**config.mk**
```make
export PLATFORM = sky130hd
export DESIGN_NAME = ecb_ctrl
export DESIGN_NICKNAME = d
export VERILOG_FILES = /design/src/hdl/ecb_pkg.sv /design/src/hdl/ecb_ctrl.sv
export SDC_FILE = /design/constraint.sdc
export NUM_CORES = 1
export LEC_CHECK = 0
export ABC_AREA = 1
export BUFFER_PORTS_ARGS = -buffer_cell sky130_fd_sc_hd__buf_2
export CAP_MARGIN = 40
export CORE_AREA = 2 2 39 41
export CTS_CLUSTER_DIAMETER = 40
export CTS_CLUSTER_SIZE = 16
export DETAILED_ROUTE_END_ITERATION = 10
export DIE_AREA = 0 0 41 43
export SKIP_LAST_GASP = 1
export SLEW_MARGIN = 15
export SYNTH_ARGS = -nofsm -noshare
export SYNTH_HDL_FRONTEND = slang
export SYNTH_SLANG_ARGS = --single-unit
export TNS_END_PERCENT = 5
```
**constraint.sdc**
```tcl
create_clock -name clk_i -period 1.48 [get_ports clk_i]
set_clock_uncertainty 0.05 [all_clocks]
set_input_delay 0.296 -clock clk_i [delete_from_list [all_inputs] [get_ports clk_i]]
set_output_delay 0.296 -clock clk_i [all_outputs]
set_load 0.005 [all_outputs]
```
**src/hdl/ecb_pkg.sv**
```systemverilog
// ecb_pkg: shared types and constants for the edge coverage bitmap
// holds item kinds, register indexes, controller states and the
// command/status structs between controller and datapath
`default_nettype none

package ecb_pkg;

  // field widths fixed by the item format
  localparam int unsigned KIND_W     = 2;
  localparam int unsigned ADDR_W     = 64;
  localparam int unsigned RIDX_W     = 16;
  localparam int unsigned OUT_IDX_W  = 16;
  localparam int unsigned COUNT_W    = 8;
  localparam int unsigned CFG_IDX_W  = 2;
  localparam int unsigned CFG_DATA_W = 32;
  localparam int unsigned ITER_W     = 32;

  // register reset values
  localparam logic [ITER_W-1:0] MAX_ITER_RST = 32'd1000;

  // item kinds
  typedef enum logic [KIND_W-1:0] {
    KIND_EDGE = 2'd0,
    KIND_LOOP = 2'd1,
    KIND_READ = 2'd2
  } kind_e;

  // configuration register indexes
  typedef enum logic [CFG_IDX_W-1:0] {
    CFG_TRACING_EN = 2'd0,
    CFG_PERSISTENT = 2'd1,
    CFG_MAX_ITER   = 2'd2
  } cfg_idx_e;

  // controller states
  typedef enum logic [2:0] {
    ST_CLEAR,
    ST_IDLE,
    ST_EXEC,
    ST_MARK,
    ST_OUT
  } state_e;

  // controller to datapath
  typedef struct packed {
    logic accept;   // capture item, issue map read
    logic exec;     // update map and state, latch result
    logic clr;      // write zero at sweep address, advance sweep
    logic mark;     // finish first persistent loop call
    logic load;     // move result into output register
  } cmd_t;

  // datapath to controller
  typedef struct packed {
    logic need_clear;  // captured item is a first persistent loop call
    logic clear_last;  // sweep address is at the last entry
    logic out_free;    // output register can take a result
  } sts_t;

endpackage

`default_nettype wire

```
**src/hdl/ecb_ctrl.sv**
```systemverilog
// ecb_ctrl: controller state machine of the edge coverage bitmap
// depends on ecb_pkg; drives ecb_datapath through cmd_t, reads sts_t
`default_nettype none

module ecb_ctrl (
  input  wire logic          clk_i,
  input  wire logic          rst_ni,
  input  wire logic          in_valid_i,
  output logic               in_stall_o,
  input  wire ecb_pkg::sts_t sts_i,
  output ecb_pkg::cmd_t      cmd_o
);

  ecb_pkg::state_e state_q, state_d;
  logic            from_loop_q, from_loop_d;

  // state registers
  always_ff @(posedge clk_i or negedge rst_ni) begin
    if (!rst_ni) begin
      state_q     <= ecb_pkg::ST_CLEAR;
      from_loop_q <= 1'b0;
    end else begin
      state_q     <= state_d;
      from_loop_q <= from_loop_d;
    end
  end

  // next state
  always_comb begin
    state_d     = state_q;
    from_loop_d = from_loop_q;
    unique case (state_q)
      ecb_pkg::ST_CLEAR: begin
        if (sts_i.clear_last) begin
          state_d     = from_loop_q ? ecb_pkg::ST_MARK : ecb_pkg::ST_IDLE;
          from_loop_d = 1'b0;
        end
      end
      ecb_pkg::ST_IDLE: begin
        if (in_valid_i) state_d = ecb_pkg::ST_EXEC;
      end
      ecb_pkg::ST_EXEC: begin
        if (sts_i.need_clear) begin
          state_d     = ecb_pkg::ST_CLEAR;
          from_loop_d = 1'b1;
        end else begin
          state_d = ecb_pkg::ST_OUT;
        end
      end
      ecb_pkg::ST_MARK: state_d = ecb_pkg::ST_OUT;
      ecb_pkg::ST_OUT: begin
        if (sts_i.out_free) state_d = ecb_pkg::ST_IDLE;
      end
      default: state_d = ecb_pkg::ST_CLEAR;
    endcase
  end

  // outputs
  always_comb begin
    cmd_o      = '0;
    in_stall_o = 1'b1;
    unique case (state_q)
      ecb_pkg::ST_CLEAR: cmd_o.clr = 1'b1;
      ecb_pkg::ST_IDLE: begin
        in_stall_o   = 1'b0;
        cmd_o.accept = in_valid_i;
      end
      ecb_pkg::ST_EXEC: cmd_o.exec = !sts_i.need_clear;
      ecb_pkg::ST_MARK: cmd_o.mark = 1'b1;
      ecb_pkg::ST_OUT:  cmd_o.load = sts_i.out_free;
      default: begin
        cmd_o      = '0;
        in_stall_o = 1'b1;
      end
    endcase
  end

endmodule

`default_nettype wire

```
After elaboration in Yosys (flattened, before gate mapping)
Cells that the tools add are included.
- eq/ne operators: 8
- reductions and logical operators: 5
- multiplexer cells: 15
- operators by type and width (cell ; count):
    $pmux W3 S5 ; 1
    $mux W3 ; 4
    $mux W1 ; 8
    $ne A2 B2 Y1 const B ; 4
    $eq A3 B2 Y1 const B ; 2
    $reduce_and A3 Y1 ; 2
    $eq A3 B1 Y1 const B ; 1
    $eq A3 B3 Y1 const B ; 1
    $logic_not A3 Y1 ; 1
    $mux W2 ; 1
    $pmux W1 S2 ; 1
    $reduce_bool A2 Y1 ; 1
    $logic_not A1 Y1 ; 1
- output and inout port bits: 6
- word-level logic and storage cells: 30
- input port bits: 6
- register bits: 4

Depth between registers and ports, before layout
Gate-level depths: netlist of run 1.
- depth in word-level cells: 3
- mapped depth: 6
- depth with buffers taken out: 6

Worst setup path after synthesis of run 1
Ideal clock, no wire load.
- path kind: reg-to-output
- from: register state_q[1]
- to: output port cmd_o[0] in the netlist's numbering
- stages on the path, launching flop included: 4
- slack: 0.330 ns
- arrival time: 0.804 ns
- required time: 1.134 ns
- path buffers: 0
- path through: dfrtp_1 -> nor2_2 -> inv_2 -> nor3_1
- RTL lines (item ; line ; text):
    start, declared ; ecb_ctrl.sv:14 ; ecb_pkg::state_e state_q, state_d;
    start signal, assigned ; ecb_ctrl.sv:20 ; state_q <= ecb_pkg::ST_CLEAR;
    start signal, assigned ; ecb_ctrl.sv:23 ; state_q <= state_d;
    end, declared ; ecb_ctrl.sv:11 ; output ecb_pkg::cmd_t cmd_o

==> metrics.txt, run 1 <==
CTS tree built; status completed; Seq cells post-synth 4; Slew Limit Headroom between 90% and 100%; total power 0.9207 mW; fmax around 0.7 GHz; DIE WIDTH 41 µm; max cap viols 0; Port Buf Inserts 11; crit path time final 1463 ps; top post-synthesis cells by area dfrtp_1, nand2_1, nand3_2; initial DRC count 2; period utilization approximately 100%; Row Count 14; Synth Flop Type dfrtp_1; DP HPWL 465.2 µm; Slew Limit Fails 0; DR pass1 iterations 2; top cell type by total area after synthesis dfrtp_1; most common cell in the netlist nand2_1; crit start category flop; num ports 12; Yosys top cell area share 37.21%; Nets 66; CP max-delay cell dfrtp_2; PwrDens 2108 nW/µm²; crit-path max FO 4; Max clock buf depth 2; leakage power 0.2452 nW; Routability Congestion 0.6946; htree depth 1; Gate Count Post-Synth 37; drt total wl slightly below 700 µm; core area 1384 µm²; first-pass GRT wire length 931 µm; Post-synth top cells nand2_1, dfrtp_1, inv_1, inv_2, nor2_1; Fin Hold WS 314.5 ps; Clk pin slew, worst setup/hold paths 40 ps; Layout area overhead 62.33%; vias in the first global route 264; Via density 4.270; Crit. End Element primary output; Final Core Density between 30% and 40%; Area after DPL 344.1 µm²; max incr delay on CP 430 ps; WL/cell 9.270 µm; Warnings, synthesis 0; routed via count roughly 320; critical path required time approximately 1100 ps; measured slew at the worst slew-check pin 148.1 ps; Yosys cell types 14; final hold vios 0; CP arrival between 1000 and 1500 ps; synthesized area per cell slightly above 7 µm²; Synth async-reset ratio 100.0%; Root Driver clkbuf_4; initial antenna violation count 0; worst-skew pair later-pin latency 230 ps; DIE AREA 1763 µm²; crit-path cells nor2_4 > inv_2 > nor3_2 > buf_2; Congestion Overflow GR 0; # diodes 0; antenna-violating nets left 0; share of layout cells above drive strength 1 58.62%; die height 43 µm; largest net degree at the start of global routing 5; RSZ-0062 raised after global routing true; clock sinks 4; DR DRC count 0; total CTS buffers 3; GRT Util Overall 8.375%; EDFF count, synth 0; post-synthesis sequential area ratio 37.21%; synthesized area 269.0 µm²; setup violators final 0; Final TNS setup 0 ps; Initial Util roughly a fifth; Design Area, Final 436.7 µm²; Hold Crit Class in2reg; CP Class reg2out; Synth Net Count 43; Peak VDD IR 0.8706 mV
## sequential cells by signal, summed over array words and instances (netlist names)
signal	flops
from_loop_q	1
state_q	3
## where the power goes
| part | internal [mW] | switching (mW) | total [mW] |
|---|---|---|---|
| logic | 0.263 | 0.296 | 0.559 |
| registers | 0.168 | 0.0617 | 0.229 |
| clock network | 0.0905 | 0.0416 | 0.132 |
| total | 0.521 | 0.399 | 0.921 |
## logic make-up (layout without fill, tap and decap cells)
logic type             count (synthesis)  after routing  synth area share [%]
buffers and inverters                  8             29                 11.16
DFF                                    4              4                 37.21
and+or+nand+nor                       23             23                 45.58
AOI/OAI and AO/OA                      2              2                 6.048
## final cells by class
| cell class | instances | area [µm²] |
|---|---|---|
| flip-flops and latches | 4 | 102.6 |
| repair buffers | 18 | 110.1 |
| multi-input cells | 25 | 151.4 |
| fillers | 156 | 947.2 |
| clock buffers | 3 | 22.52 |
| well taps | 16 | 20.02 |
| inverters | 8 | 30.03 |
## path summary, 6_finish.rpt
kind,start,endpoint,slack (ps),cells after the start
max in group asynchronous,rst_ni,state_q[0]$_DFFE_PN0P_,910,2
worst max register to register,state_q[2]$_DFFE_PN0P_,from_loop_q$_DFFE_PN0P_,370,8
worst max-delay path,state_q[1]$_DFFE_PN0P_,cmd_o[0],20,4
min in group asynchronous,rst_ni,from_loop_q$_DFFE_PN0P_,340,2
worst min-delay path,sts_i[2],from_loop_q$_DFFE_PN0P_,310,3
worst min register to register,from_loop_q$_DFFE_PN0P_,from_loop_q$_DFFE_PN0P_,420,2
## cells in the final DEF, fill, tap and decap left out, drive strengths merged
| master | instances |
|---|---|
| nand2 | 9 |
| nor2 | 6 |
| buf | 17 |
| clkbuf | 3 |
| o211ai | 1 |
| nand4 | 1 |
| dfrtp | 4 |
| dlygate4sd3 | 1 |
| nor3 | 2 |
| a21oi | 1 |
| nand3 | 5 |
| inv | 8 |
## critical path: cells and delay by family, from the launching register on
kind	cells	cell delay (ps)
simple gates	2	260
buf+inv	2	190
flops	1	430
## metal layers
| metal | vias up | global-route usage, % | part of all wire (%) |
|---|---|---|---|
| li1 | 160 | - | - |
| met1 | 149 | 7.516 | 40 |
| met2 | 7 | 12.19 | 54 |
| met3 | 0 | 4.712 | 5.8 |
| met4 | 0 | 8.000 | 0 |
| met5 | - | 0 | 0 |
## timing repair
item	CTS	global route
resized for setup	2	3
setup endpoints to repair	2	4
pin swaps	1	3
hold buffers	1	0
hold endpoints to repair	4	0
buffers inserted	2	4
## metrics by stage
| stage | setup WS (ps) | std cells |
|---|---|---|
| 6_report | 17.14 | 74 |
| 5_1_grt | -39.75 | 74 |
| 4_1_cts | -15.59 | 70 |
| 3_5_place_dp | 207.5 | 64 |
| 3_3_place_gp | 220.3 | 64 |
| 2_1_floorplan | 330.2 | 37 |
No activity file was read; power rests on OpenSTA's default activity.
==> run 2, diff against run 1 <==
Settings changed: SETUP_SLACK_MARGIN set to 0.1.
Clock period 1.48 ns to 1.3 ns, I/O delays scaled along.
==> metrics.txt, run 2 (synthesized netlist as in run 1, its figures left out) <==
status finished with violations; failing checks setup timing; Min-Delay Endpoint state_q[0]$_DFFE_PN0P_; Max clock buf depth 2; DIE AREA 1763 µm²; vias in the first global route 302; Filler cells between 150 and 200; Peak VDD IR between 0.9 and 1 mV; measured slew at the worst slew-check pin between 150 and 200 ps; Top reg by flops state_q; Congestion Overflow GR 0; Slew Limit Fails 0; CP arrival about 1100 ps; first-pass GRT wire length 1097 µm; max cap viols 0; critical path required time a little under 1000 ps; Clk pin slew, worst setup/hold paths around 40 ps; Final Non-Filler Cells between 70 and 80; final hold vios 0; Initial Util 19.44%; CP Class reg2out; share of layout cells above drive strength 1 52.63%; initial antenna violation count 0; die height between 40 and 50 µm; WL/cell about 9 µm; Final Worst Setup Slack -124.6 ps; Nets 65; CP max-delay cell dfrtp_1; Slew Limit Headroom 88.04%; num ports 12; cells on worst reg2reg path 8; DIE WIDTH 41 µm; most frequent cells in the layout buf_2, nand2_1, buf_4; Reg area 100.1 µm²; most common cell after layout, fill and taps aside buf_2; worst-skew pair later-pin latency roughly 230 ps; # diodes 0; Largest register FFs 3; crit path time final 1425 ps; routed via count 312; initial DRC count 3; crit-path cells inv_2 > nand2_1 > nor3_2 > buf_2; Root Driver clkbuf_4; antenna-violating nets left 0; setup violators final 6; htree depth 1; Hold Path Stages 4; PwrDens roughly 2400 nW/µm²; Routability Congestion 0.7370; period utilization 109.6%; Final TNS setup -581.7 ps; fmax 0.7020 GHz; Via density ~4.3; crit start category flop; Row Count 14; DR pass1 iterations 5; RSZ-0062 raised after global routing true; Hold Startpoint in_valid_i; multi-input logic area 143.9 µm²; DR DRC count 0; total CTS buffers 3; clock sinks 4; largest registers state_q: 3 flops, from_loop_q: 1 flops; crit-path max FO 4; busiest layer in global routing met2; GRT Util Overall 9.384%; drt total wl 648 µm; leakage power about 0.24 nW; reg-to-reg endpoint from_loop_q$_DFFE_PN0P_; M1 GR Usage about a tenth; dpl cells 67; Crit. End Element primary output; Port Buf Inserts 11; CTS tree built; Layout area overhead 55.81%; DP HPWL 537.7 µm; core area 1384 µm²; met2 global-route usage between 10% and 20%; Final Core Density 30.29%; max incr delay on CP about 420 ps; largest net degree at the start of global routing 5; GRT met3 Usage 4.712%; Reg-to-Reg Start state_q[2]$_DFFE_PN0P_; flop-to-flop setup slack 100 ps; Hold Crit Class in2reg
## run 2: critical path, delay by kind of cell, from the launching register on
family	cells	cell delay, ps
flops	1	420
simple gates	2	220
buf+inv	2	250
## run 2: cell type report
class	count	share of cell area, %
flip-flops and latches	4	23.88
well taps	16	4.776
multi-input cells	25	34.33
inverters	8	7.164
clock buffers	3	5.373
repair buffers	17	24.48
## run 2: worst max-delay path by stage
stage                           startpoint  endpoint  cells after the start
floorplan           state_q[1]$_DFFE_PN0P_  cmd_o[0]                      3
global placement    state_q[2]$_DFFE_PN0P_  cmd_o[3]                      4
detailed placement  state_q[0]$_DFFE_PN0P_  cmd_o[0]                      4
CTS                 state_q[2]$_DFFE_PN0P_  cmd_o[3]                      4
global route        state_q[2]$_DFFE_PN0P_  cmd_o[3]                      4
finish              state_q[2]$_DFFE_PN0P_  cmd_o[3]                      4
## run 2: through the flow
| step | cell area [µm²] | worst slack [ps] | power (mW) | hold WS [ps] |
|---|---|---|---|---|
| 2_1_floorplan | 269.0 | 186.2 | 0.5811 | -85.59 |
| 3_3_place_gp | 366.6 | 122.0 | 0.7859 | 19.46 |
| 3_5_place_dp | 366.6 | 119.3 | 0.7956 | 19.62 |
| 4_1_cts | 419.2 | -136.7 | 1.014 | 269.2 |
| 5_1_grt | 419.2 | -216.0 | 1.106 | 295.5 |
| 6_report | 419.2 | -124.6 | 0.9993 | 282.3 |
## run 2: metal layers
layer	share of wire, %	up-vias
li1	-	162
met1	44	141
met2	48	9
met3	7.9	0
met4	0	0
met5	0	-
## run 2: where the power goes
group / internal (mW) / leakage [nW] / switching [mW]
logic: 0.281 / 0.177 / 0.321
registers: 0.186 / 0.0520 / 0.0632
clock network: 0.103 / 0.0138 / 0.0457
total: 0.570 / 0.243 / 0.430
## run 2: repair_timing
| item | 4_1_cts | 5_1_grt |
|---|---|---|
| hold buffers | 1 | 0 |
| pin swaps | 1 | 0 |
| buffers inserted | 2 | 0 |
| setup endpoints to repair | 6 | 9 |
| resized for setup | 1 | 0 |
| endpoints found under the hold margin | 4 | 0 |
==> run 3, diff against run 2 <==
Settings changed: MAX_ROUTING_LAYER set to met4, PLACE_DENSITY set to 0.44, TNS_END_PERCENT 5 to unset.
==> metrics.txt, run 3 (synthesized netlist as in run 1, its figures left out) <==
Filler cells 161; initial DRC count 4; die height 43 µm; crit path time final 1404 ps; Root Driver clkbuf_4; WP buf/inv 2; Slew Limit Headroom around 89%; final hold vios 0; most frequent cells in the layout buf_2, nand2_1, inv_2, nor2_1, inv_1; Area after DPL 351.6 µm²; RSZ-0062 raised after global routing true; total CTS buffers 3; Final Worst Setup Slack -104.3 ps; Congestion Overflow GR 0; CTS tree built; drt total wl slightly above 600 µm; Slew Limit Fails 0; status finished with violations; leakage power 0.2344 nW; crit-path max FO 4; DIE AREA 1763 µm²; largest net degree at the start of global routing 5; Final TNS setup -351.2 ps; antenna-violating nets left 0; measured slew at the worst slew-check pin 159.5 ps; Initial Util roughly a fifth; Clk pin slew, worst setup/hold paths 40 ps; PwrDens 2379 nW/µm²; Nets 63; DR DRC count 0; total power 0.9973 mW; max cap viols 0; Largest register FFs 3; DIE WIDTH 41 µm; clock sinks 4; crit start category flop; max incr delay on CP 430 ps; htree depth 1; # diodes 0; Row Count 14; Max clock buf depth 2; fmax 0.7121 GHz; routed via count 273; Layout area overhead 55.81%; worst-skew pair later-pin latency 230 ps; setup violators final 6; crit-path cells nor2_4 > inv_2 > nor3_2 > buf_2; vias in the first global route 256; GRT Util Overall 8.669%; DP HPWL 506.6 µm; DR pass1 iterations 2; most common cell after layout, fill and taps aside buf_2; Port Buf Inserts 11; initial antenna violation count 0; WL/cell ~8.6 µm; CP max-delay cell dfrtp_2; first-pass GRT wire length 959 µm; Top Family by Delay on Critical Path flip-flops; num ports 12; critical path required time slightly below 1000 ps; core area roughly 1400 µm²; CP arrival 1090 ps; Reg area 102.6 µm²; Routability Congestion 0.7196; largest registers state_q: 3 flops, from_loop_q: 1 flops; Top reg by flops state_q; Hold Crit Class in2reg; CP Class reg2out; Via density 3.845; Crit. End Element primary output; Peak VDD IR 0.6257 mV; multi-input logic area between 100 and 150 µm²; share of layout cells above drive strength 1 54.55%; Design Area, Final around 420 µm²; period utilization 108.0%; failing checks setup timing
## run 3: repair_timing
action | CTS | global route
endpoints found under the hold margin | 4 | 0
cloned | 0 | 0
hold buffers | 1 | 0
resized for setup | 4 | 2
setup endpoints to repair | 6 | 7
setup buffers | 2 | 0
pin swaps | 4 | 2
## run 3: final timing paths
check	cells past startpoint	from	slack, ps	endpoint
max in group asynchronous	2	rst_ni	760	state_q[1]$_DFFE_PN0P_
hold / removal	4	in_valid_i	270	state_q[0]$_DFFE_PN0P_
setup / recovery	4	state_q[1]$_DFFE_PN0P_	-100	cmd_o[0]
min in group asynchronous	2	rst_ni	310	from_loop_q$_DFFE_PN0P_
setup reg to reg	8	state_q[2]$_DFFE_PN0P_	200	from_loop_q$_DFFE_PN0P_
hold reg to reg	2	from_loop_q$_DFFE_PN0P_	430	from_loop_q$_DFFE_PN0P_
## run 3: metal layers
layer | vias up | share of wire, % | global-route usage, %
met3 | 0 | 4.6 | 1.571
met5 | - | 0 | -
li1 | 153 | - | -
met4 | 0 | 0 | 8.000
met2 | 6 | 55 | 14.06
met1 | 114 | 40 | 7.792
## run 3: report_power, final
group | internal [mW] | switching (mW)
sequential | 0.191 | 0.0708
clock | 0.103 | 0.0456
combinational | 0.274 | 0.313
total | 0.567 | 0.430
## run 3: metrics by stage
step           utilization, %  hold WS (ps)  instances  setup WS [ps]
2_1_floorplan               -        -85.59         37          186.2
3_3_place_gp            25.41         17.77         65          61.88
3_5_place_dp            25.41         19.58         65          57.29
4_1_cts                 29.66         265.2         71         -149.8
5_1_grt                 30.29         297.5         71         -155.3
6_report                30.29         271.2         71         -104.3
## run 3: cell type report
cell class,count,area share (%)
Sequential cell,4,24.48
Tap cell,16,4.776
Multi-Input combinational cell,25,35.52
Inverter,8,7.164
Timing Repair Buffer,15,22.69
Clock buffer,3,5.373
## run 3: worst reg2reg max path, delay by kind of cell, from the launching register on
| kind | cells | cell delay (ps) |
|---|---|---|
| flops | 1 | 390 |
| buf+inv | 3 | 290 |
| simple gates | 5 | 270 |
